`config.mk`:
```
export PLATFORM = sky130hd
export DESIGN_NAME = attitude_sentence_field_parser_unit_flat
export DESIGN_NICKNAME = d
export VERILOG_FILES = /design/src/design/aspf_pkg.sv /design/src/design/aspf_if.sv /design/src/design/aspf_field.sv /design/src/design/attitude_sentence_field_parser_unit.sv /design/src/flat_wrapper.sv
export SDC_FILE = /design/constraint.sdc
export NUM_CORES = 1
export LEC_CHECK = 0
export ABC_AREA = 1
export CORE_MARGIN = 4
export CORE_UTILIZATION = 60
export CTS_BUF_LIST = sky130_fd_sc_hd__clkbuf_2 sky130_fd_sc_hd__clkbuf_4 sky130_fd_sc_hd__clkbuf_8
export DETAILED_ROUTE_END_ITERATION = 10
export DONT_BUFFER_PORTS = 1
export GPL_TIMING_DRIVEN = 0
export PLACE_DENSITY = 0.87
export SYNTH_ARGS = -nofsm -noshare
export SYNTH_HDL_FRONTEND = slang
export SYNTH_SLANG_ARGS = --single-unit
export TNS_END_PERCENT = 30
```
`constraint.sdc`:
```
create_clock -name clk -period 2.6 [get_ports clk]
set_input_delay 0.26 -clock clk [delete_from_list [all_inputs] [get_ports clk]]
set_output_delay 0.26 -clock clk [all_outputs]
set_load 0.1 [all_outputs]
```
`src/design/aspf_pkg.sv`:
```
// ----------------------------------------------------------------------------
// Attitude sentence field parser package
// Shared widths, character codes and types for the parser and its fields.
// ----------------------------------------------------------------------------
`default_nettype none

package aspf_pkg;

  localparam int BYTE_W          = 8;
  localparam int MAG_W           = 20;
  localparam int VALUE_W         = 21;
  localparam int COMMA_W         = 4;
  localparam int FIELD_CHARS_DEF = 6;

  localparam logic [BYTE_W-1:0] CH_DOLLAR = 8'h24;
  localparam logic [BYTE_W-1:0] CH_COMMA  = 8'h2c;
  localparam logic [BYTE_W-1:0] CH_STAR   = 8'h2a;

  localparam logic [COMMA_W-1:0] COMMA_MAX   = 4'd15;
  localparam logic [COMMA_W-1:0] COMMA_YAW   = 4'd1;
  localparam logic [COMMA_W-1:0] COMMA_PITCH = 4'd3;
  localparam logic [COMMA_W-1:0] COMMA_ROLL  = 4'd5;

  typedef struct packed {
    logic clear;
    logic take;
  } field_ctl_t;

endpackage

`default_nettype wire

```
`src/design/aspf_if.sv`:
```
// ----------------------------------------------------------------------------
// Attitude sentence field parser channels
// Byte request channel and attitude result channel, valid/ready handshake.
// ----------------------------------------------------------------------------
`default_nettype none

interface aspf_byte_if;
  logic                         valid;
  logic                         ready;
  logic [aspf_pkg::BYTE_W-1:0]  rx_byte;

  modport source (output valid, output rx_byte, input ready);
  modport sink   (input valid, input rx_byte, output ready);
endinterface

interface aspf_att_if;
  logic                                valid;
  logic                                ready;
  logic signed [aspf_pkg::VALUE_W-1:0] yaw_value;
  logic signed [aspf_pkg::VALUE_W-1:0] pitch_value;
  logic signed [aspf_pkg::VALUE_W-1:0] roll_value;
  logic                                yaw_present;
  logic                                pitch_present;
  logic                                roll_present;

  modport source (output valid, output yaw_value, output pitch_value, output roll_value,
                  output yaw_present, output pitch_present, output roll_present,
                  input ready);
  modport sink   (input valid, input yaw_value, input pitch_value, input roll_value,
                  input yaw_present, input pitch_present, input roll_present,
                  output ready);
endinterface

`default_nettype wire

```
`src/design/aspf_field.sv`:
```
// ----------------------------------------------------------------------------
// Attitude sentence field accumulator
// Converts one comma-delimited field to a signed integer, character by character.
// ----------------------------------------------------------------------------
`default_nettype none

module aspf_field #(
  parameter int FIELD_CHARS = aspf_pkg::FIELD_CHARS_DEF
) (
  input  wire logic                                clk,
  input  wire logic                                rst,
  input  wire aspf_pkg::field_ctl_t                ctl,
  input  wire logic [aspf_pkg::BYTE_W-1:0]         rx_byte,
  output      logic signed [aspf_pkg::VALUE_W-1:0] value,
  output      logic                                present
);

  localparam int CNT_W = $clog2(FIELD_CHARS + 1);
  localparam logic [aspf_pkg::BYTE_W-1:0] CH_PLUS  = 8'h2b;
  localparam logic [aspf_pkg::BYTE_W-1:0] CH_MINUS = 8'h2d;
  localparam logic [aspf_pkg::BYTE_W-1:0] CH_SPACE = 8'h20;
  localparam logic [aspf_pkg::BYTE_W-1:0] CH_TAB   = 8'h09;
  localparam logic [aspf_pkg::BYTE_W-1:0] CH_CR    = 8'h0d;
  localparam logic [aspf_pkg::BYTE_W-1:0] CH_ZERO  = 8'h30;
  localparam logic [aspf_pkg::BYTE_W-1:0] CH_NINE  = 8'h39;

  typedef enum logic [1:0] {
    PH_SKIP,
    PH_DIGITS,
    PH_DONE
  } phase_t;

  phase_t                      phase, phase_next;
  logic [aspf_pkg::MAG_W-1:0]  magnitude, magnitude_next;
  logic                        negative, negative_next;
  logic [CNT_W-1:0]            char_count;

  logic                        is_space;
  logic                        is_digit;
  logic                        room;
  logic [aspf_pkg::MAG_W-1:0]  mag_x10;
  logic [aspf_pkg::MAG_W-1:0]  mag_acc;

  assign is_space = (rx_byte == CH_SPACE) || (rx_byte >= CH_TAB && rx_byte <= CH_CR);
  assign is_digit = (rx_byte >= CH_ZERO) && (rx_byte <= CH_NINE);
  assign room     = char_count < CNT_W'(FIELD_CHARS);
  assign mag_x10  = (magnitude << 3) + (magnitude << 1);
  assign mag_acc  = mag_x10 + aspf_pkg::MAG_W'(rx_byte[3:0]);

  always_comb begin
    phase_next     = phase;
    magnitude_next = magnitude;
    negative_next  = negative;
    unique case (phase)
      PH_SKIP: begin
        if (is_space) begin
          phase_next = PH_SKIP;
        end else if (rx_byte == CH_PLUS) begin
          phase_next = PH_DIGITS;
        end else if (rx_byte == CH_MINUS) begin
          phase_next    = PH_DIGITS;
          negative_next = 1'b1;
        end else if (is_digit) begin
          phase_next     = PH_DIGITS;
          magnitude_next = mag_acc;
        end else begin
          phase_next = PH_DONE;
        end
      end
      PH_DIGITS: begin
        if (is_digit) begin
          magnitude_next = mag_acc;
        end else begin
          phase_next = PH_DONE;
        end
      end
      PH_DONE: phase_next = PH_DONE;
      default: phase_next = PH_DONE;
    endcase
  end

  always_ff @(posedge clk) begin
    if (rst || ctl.clear) begin
      phase      <= PH_SKIP;
      magnitude  <= '0;
      negative   <= 1'b0;
      char_count <= '0;
    end else if (ctl.take && room) begin
      phase      <= phase_next;
      magnitude  <= magnitude_next;
      negative   <= negative_next;
      char_count <= char_count + CNT_W'(1);
    end
  end

  assign value   = negative ? -$signed({1'b0, magnitude}) : $signed({1'b0, magnitude});
  assign present = char_count != '0;

  a_count_bound: assert property (@(posedge clk) disable iff (rst)
    char_count <= CNT_W'(FIELD_CHARS))
    else $error("field character count beyond limit");

  a_no_take_when_full: assert property (@(posedge clk) disable iff (rst)
    ctl.take && !ctl.clear && !room |=> $stable(char_count) && $stable(magnitude))
    else $error("field updated past its character limit");

endmodule

`default_nettype wire

```
`src/design/attitude_sentence_field_parser_unit.sv`:
```
// A '*' byte accepted into the input register then raises valid in the result register.
// Throughput: one byte per cycle; a held result stalls input only when the next '*' arrives.
// Input register holds the byte channel's data; result register holds the field values.
// Reset (synchronous, active high) clears sentence state, all fields and both valids.
// ----------------------------------------------------------------------------
// Attitude sentence field parser unit
// Parses yaw, pitch and roll from a heading-pitch-roll sentence, one byte at a time.
// ----------------------------------------------------------------------------
`default_nettype none

module attitude_sentence_field_parser_unit #(
  parameter int FIELD_CHARS = aspf_pkg::FIELD_CHARS_DEF
) (
  input wire logic  clk,
  input wire logic  rst,
  aspf_byte_if.sink rx,
  aspf_att_if.source att
);

  logic                           s_valid;
  logic [aspf_pkg::BYTE_W-1:0]    s_byte;
  logic                           in_sentence;
  logic [aspf_pkg::COMMA_W-1:0]   comma_count;

  logic                           is_dollar;
  logic                           is_star;
  logic                           is_comma;
  logic                           emits;
  logic                           consume;

  aspf_pkg::field_ctl_t           ctl_yaw, ctl_pitch, ctl_roll;
  logic signed [aspf_pkg::VALUE_W-1:0] val_yaw, val_pitch, val_roll;
  logic                           pr_yaw, pr_pitch, pr_roll;
  logic                           data_char;
  logic                           clear_all;

  assign is_dollar = s_byte == aspf_pkg::CH_DOLLAR;
  assign is_star   = s_byte == aspf_pkg::CH_STAR;
  assign is_comma  = s_byte == aspf_pkg::CH_COMMA;
  assign emits     = in_sentence && is_star && !is_dollar;
  assign consume   = s_valid && (!emits || !att.valid || att.ready);
  assign rx.ready  = !s_valid || consume;

  assign clear_all = consume && (is_dollar || emits);
  assign data_char = consume && in_sentence && !is_dollar && !is_star && !is_comma;

  assign ctl_yaw   = '{clear: clear_all, take: data_char && comma_count == aspf_pkg::COMMA_YAW};
  assign ctl_pitch = '{clear: clear_all,
                       take: data_char && comma_count == aspf_pkg::COMMA_PITCH};
  assign ctl_roll  = '{clear: clear_all, take: data_char && comma_count == aspf_pkg::COMMA_ROLL};

  aspf_field #(.FIELD_CHARS(FIELD_CHARS)) u_yaw (
    .clk(clk), .rst(rst), .ctl(ctl_yaw), .rx_byte(s_byte), .value(val_yaw), .present(pr_yaw)
  );

  aspf_field #(.FIELD_CHARS(FIELD_CHARS)) u_pitch (
    .clk(clk), .rst(rst), .ctl(ctl_pitch), .rx_byte(s_byte), .value(val_pitch),
    .present(pr_pitch)
  );

  aspf_field #(.FIELD_CHARS(FIELD_CHARS)) u_roll (
    .clk(clk), .rst(rst), .ctl(ctl_roll), .rx_byte(s_byte), .value(val_roll), .present(pr_roll)
  );

  // hold incoming request
  always_ff @(posedge clk) begin
    if (rst) begin
      s_valid <= 1'b0;
    end else if (rx.ready) begin
      s_valid <= rx.valid;
    end
    if (rx.ready && rx.valid) begin
      s_byte <= rx.rx_byte;
    end
  end

  // advance sentence state
  always_ff @(posedge clk) begin
    if (rst) begin
      in_sentence <= 1'b0;
      comma_count <= '0;
    end else if (consume) begin
      if (is_dollar) begin
        in_sentence <= 1'b1;
        comma_count <= '0;
      end else if (emits) begin
        in_sentence <= 1'b0;
        comma_count <= '0;
      end else if (in_sentence && is_comma && comma_count != aspf_pkg::COMMA_MAX) begin
        comma_count <= comma_count + aspf_pkg::COMMA_W'(1);
      end
    end
  end

  // result register
  always_ff @(posedge clk) begin
    if (rst) begin
      att.valid <= 1'b0;
    end else if (consume && emits) begin
      att.valid <= 1'b1;
    end else if (att.ready) begin
      att.valid <= 1'b0;
    end
    if (consume && emits) begin
      att.yaw_value     <= val_yaw;
      att.pitch_value   <= val_pitch;
      att.roll_value    <= val_roll;
      att.yaw_present   <= pr_yaw;
      att.pitch_present <= pr_pitch;
      att.roll_present  <= pr_roll;
    end
  end

  a_emit_valid: assert property (@(posedge clk) disable iff (rst)
    consume && emits |=> att.valid)
    else $error("sentence end did not raise result valid");

  a_emit_idle: assert property (@(posedge clk) disable iff (rst)
    consume && emits |=> !in_sentence && comma_count == '0)
    else $error("sentence state not cleared after result");

  a_comma_step: assert property (@(posedge clk) disable iff (rst)
    consume && in_sentence && is_comma && comma_count != aspf_pkg::COMMA_MAX
    |=> comma_count == $past(comma_count) + aspf_pkg::COMMA_W'(1))
    else $error("comma count did not advance");

  a_stall_only_full: assert property (@(posedge clk) disable iff (rst)
    !rx.ready |-> s_valid && emits && att.valid && !att.ready)
    else $error("input stalled without a pending result");

  a_idle_no_field: assert property (@(posedge clk) disable iff (rst)
    !in_sentence |-> !ctl_yaw.take && !ctl_pitch.take && !ctl_roll.take)
    else $error("field taken outside a sentence");

endmodule

`default_nettype wire
```
`src/flat_wrapper.sv`:
```
// flat-port wrapper written by rule: the top's interface ports become plain ports
module attitude_sentence_field_parser_unit_flat 
#(
  parameter int FIELD_CHARS = aspf_pkg::FIELD_CHARS_DEF
)
  (clk, rst, rx_valid, rx_rx_byte, rx_ready, att_valid, att_yaw_value, att_pitch_value, att_roll_value, att_yaw_present, att_pitch_present, att_roll_present, att_ready);
  aspf_byte_if rx_i ();
  aspf_att_if att_i ();
  input wire logic clk;
  input wire logic rst;
  input wire logic [$bits(rx_i.valid)-1:0] rx_valid;
  input wire logic [$bits(rx_i.rx_byte)-1:0] rx_rx_byte;
  output wire logic [$bits(rx_i.ready)-1:0] rx_ready;
  output wire logic [$bits(att_i.valid)-1:0] att_valid;
  output wire logic [$bits(att_i.yaw_value)-1:0] att_yaw_value;
  output wire logic [$bits(att_i.pitch_value)-1:0] att_pitch_value;
  output wire logic [$bits(att_i.roll_value)-1:0] att_roll_value;
  output wire logic [$bits(att_i.yaw_present)-1:0] att_yaw_present;
  output wire logic [$bits(att_i.pitch_present)-1:0] att_pitch_present;
  output wire logic [$bits(att_i.roll_present)-1:0] att_roll_present;
  input wire logic [$bits(att_i.ready)-1:0] att_ready;
  assign rx_i.valid = rx_valid;
  assign rx_i.rx_byte = rx_rx_byte;
  assign rx_ready = rx_i.ready;
  assign att_valid = att_i.valid;
  assign att_yaw_value = att_i.yaw_value;
  assign att_pitch_value = att_i.pitch_value;
  assign att_roll_value = att_i.roll_value;
  assign att_yaw_present = att_i.yaw_present;
  assign att_pitch_present = att_i.pitch_present;
  assign att_roll_present = att_i.roll_present;
  assign att_i.ready = att_ready;
  attitude_sentence_field_parser_unit #(.FIELD_CHARS(FIELD_CHARS)) u_core (.clk(clk), .rst(rst), .rx(rx_i), .att(att_i));
endmodule
```
==> flow_summary.json <==
{
  "final_nets": 1769,
  "r2r_start": "u_core.s_byte[3]",
  "critPathMostFrequentCell": "nand2_1",
  "synth_area_leader_cell": "edfxtp_1",
  "crit_path_max_fanout": 7,
  "synth-edff-count": 74,
  "port_buffers": 0,
  "multiInputGateArea_um2": 6500,
  "track_usage_pct": 26.3,
  "fin_ws_ns": -0.0381,
  "die_h_um": 146,
  "drt-total-wl_um": 28300,
  "synth_compound_gate_area_share_pct": 6.83,
  "yosysMostFrequentCell": "nand2_1",
  "status": "finished with violations",
  "yosysTopAreaCellShare_pct": 19.4,
  "overflow": 0,
  "synth_nets": 1733,
  "antenna_found_initial": 0,
  "worstPathRequired_ns": 2.97,
  "ant_nets": 0,
  "path_cells": "fa_1 -> fa_2 -> nand3_1 -> nand3_1 -> nand2_1 -> nand2_1 -> nand3_1 -> nand2_1 -> nand2_1 -> nand2_1 -> nor2_1 -> nor2_1",
  "clock_latency_ns": 0.48,
  "layoutNonFillerInstCount": 1885,
  "htree_levels": 4,
  "drt_iter0_drc": 849,
  "fin_crit_sh_pct": 101,
  "clockBufferDepth": 2,
  "chipWidth_um": 146,
  "cts-buffers-inserted": 17,
  "fillers": 1563,
  "worstMarginPinSlew_ns": 0.975,
  "first_pass_iters": 7,
  "synth_xor_area_share_pct": 5.44,
  "start_kind": "register",
  "root_buffer": "clkbuf_8",
  "synth.mux.area_fraction_pct": 0,
  "maxSlewHeadroom_pct": 35.1,
  "fp.coreArea_um2": 18700,
  "synth_common_cells": "nand2_1, inv_1, nor2_1",
  "tritoncts": "built",
  "violations": "setup timing",
  "cp.arrival_ns": 3.01,
  "ys_types": 39,
  "syn_area_per_cell_um2": 7.13,
  "hold_depth": 3,
  "synth_area_leaders": "edfxtp_1, nand2_1, dfxtp_1",
  "drive_gt1_share_pct": 5.39,
  "drv_cap": 0,
  "final_cell_area_um2": 12400,
  "wire_per_inst_um": 15.0,
  "ir_worst_vdd_mv": 0.355,
  "cp_top_family": "adder cells",
  "viasPerCell": 5.56,
  "postPlaceCellArea_um2": 11700,
  "insertedDiodeCount": 0,
  "syn_area_um2": 11400,
  "row_count": 50,
  "synth-warning-count": 0,
  "power_mw": 4.70,
  "syn_inst": 1602,
  "hpwl_um": 21000,
  "setup_tns_ns": -0.0668,
  "grt_pass1_vias": 9934,
  "io_pins": 80,
  "fmax_ghz": 0.379,
  "max_stage_delay_ns": 0.66,
  "seq_area_frac_synth_pct": 34.3,
  "cts_num_sinks": 159,
  "die_area_um2": 21300,
  "p_per_area_nw_per_um2": 380,
  "path_clk_slew_ns": 0.08,
  "dpl_worst_slack_ns": -0.803,
  "period_needed_ns": 2.64,
  "seq_area_um2": 3930,
  "async_flop_share_pct": 0,
  "crit_slowest_cell": "edfxtp_1",
  "num_vias": 10486,
  "drc": 0,
  "reg2reg_slack_ns": -0.04,
  "yosys.area_share.simple_pct": 30.8,
  "reg2reg_to": "u_core.u_yaw.magnitude[16]",
  "min_to": "u_core.att.valid",
  "grt_pass1_wl_um": 46400,
  "dpl.cell_count": 1836,
  "cp_num_buf_inv": 0,
  "grt_max_degree": 18,
  "finalSetupViolCount": 2,
  "ys_ff_latch": 159,
  "synth_fa_ha_area_share_pct": 13.4,
  "yosys_most_used_dff": "dfxtp_1",
  "drv_slew": 0,
  "crit_type": "reg2reg",
  "gp_congestion": 0.943,
  "p_leak_nw": 6.60,
  "finalHoldViolCount": 0,
  "initial_core_util_pct": 61.1,
  "fin_skew_ns": 0.0194,
  "synthToLayoutAreaGrowth_pct": 8.34,
  "hold_start": "att_ready",
  "synth_top_family_by_area": "simple AND/OR/NAND/NOR gates",
  "hold_class": "in2reg",
  "cp-end-kind": "register",
  "r2r_cells": 12,
  "rsz0062_at_grt": "yes"
}
==> worst min-delay path, cell delays in order <==
cell,delay (ns)
nor2_1,0.07
o21ai_1,0.14
inv_1,0.04
==> cells by family after synthesis <==
group | after synthesis
flip-flops | 159
AND/OR/NAND/NOR | 837
adder cells (fa/ha/maj) | 119
AO/OA/AOI/OAI | 151
XOR/XNOR | 71
buffers and inverters | 265
==> timing repair <==
action                                 in CTS  in global routing
setup endpoints to repair                  84                 78
endpoints found under the hold margin      15                  0
cloned                                      3                  0
hold buffers                               10                  0
pin swaps                                   0                  1
setup buffers                               1                  3
gates resized for setup                     9                  4
==> power breakdown <==
| part | total [mW] | switching (mW) | internal, mW |
|---|---|---|---|
| Sequential | 2.63 | 0.0218 | 2.60 |
| Clock | 1.95 | 0.977 | 0.972 |
| Combinational | 0.123 | 0.0806 | 0.0422 |
==> per-layer routing <==
metal | GRT usage [%] | share of wire [%]
met5 | 0 | 0
met2 | 45.0 | 48
met3 | 3.71 | 6.2
met1 | 33.5 | 43
met4 | 10.9 | 3.0
==> worst max-delay path by stage <==
stage | depth (start not counted) | startpoint | end
6_report | 12 | u_core.s_byte[3] | u_core.u_yaw.magnitude[16]
5_1_grt | 10 | u_core.s_byte[3] | u_core.u_pitch.magnitude[18]
4_1_cts | 11 | u_core.s_byte[3] | u_core.att.valid
3_5_place_dp | 9 | u_core.s_byte[3] | u_core.att.yaw_value[3]
3_3_place_gp | 9 | u_core.s_byte[3] | u_core.att.yaw_value[3]
2_1_floorplan | 9 | u_core.s_byte[3] | u_core.att.pitch_present
==> stage by stage <==
stage | hold WS (ns) | util, %
detailed placement | 0.333 | 62.7
finish | 0.0733 | 66.2
global placement | 0.331 | 62.7
global route | 0.0956 | 66.2
CTS | 0.0640 | 65.8
floorplan | 0.329 | -
==> cell usage in the layout, fill, tap and decap left out, types with 4 or more instances in the layout <==
| cell type | n |
|---|---|
| buf_2 | 8 |
| nand2_1 | 493 |
| clkbuf_1 | 7 |
| nand4_1 | 23 |
| xor2_1 | 55 |
| buf_6 | 4 |
| a21oi_1 | 93 |
| dlygate4sd3_1 | 10 |
| clkbuf_8 | 17 |
| nor2_1 | 173 |
| clkinvlp_4 | 8 |
| ha_1 | 113 |
| nand3_2 | 5 |
| nand3b_1 | 4 |
| inv_1 | 237 |
| o21ai_0 | 43 |
| nor3_1 | 21 |
| nand3_1 | 96 |
| xnor2_1 | 16 |
| buf_4 | 5 |
| edfxtp_1 | 74 |
| dfxtp_1 | 84 |
==> state kept, by name, indices dropped and copies added, names as in the netlist, 2 cells and up <==
signal,count
u_core.att.pitch_value,21
u_core.att.roll_value,21
u_core.att.yaw_value,21
u_core.u_pitch.magnitude,20
u_core.u_roll.magnitude,20
u_core.u_yaw.magnitude,20
u_core.s_byte,8
u_core.comma_count,4
u_core.u_pitch.char_count,3
u_core.u_roll.char_count,3
u_core.u_yaw.char_count,3
u_core.u_pitch.phase,2
u_core.u_roll.phase,2
u_core.u_yaw.phase,2
==> layout make-up <==
class,count,share of cell area [%]
Multi-Input combinational cell,1178,52.5
Sequential cell,159,31.7
Inverter,242,7.39
Tap cell,234,2.36
Clock buffer,19,2.01
Timing Repair Buffer,14,1.35
Clock inverter,13,1.33
Buffer,23,1.14
Timing Repair inverter,3,0.182
(Power assumes the default switching activity.)
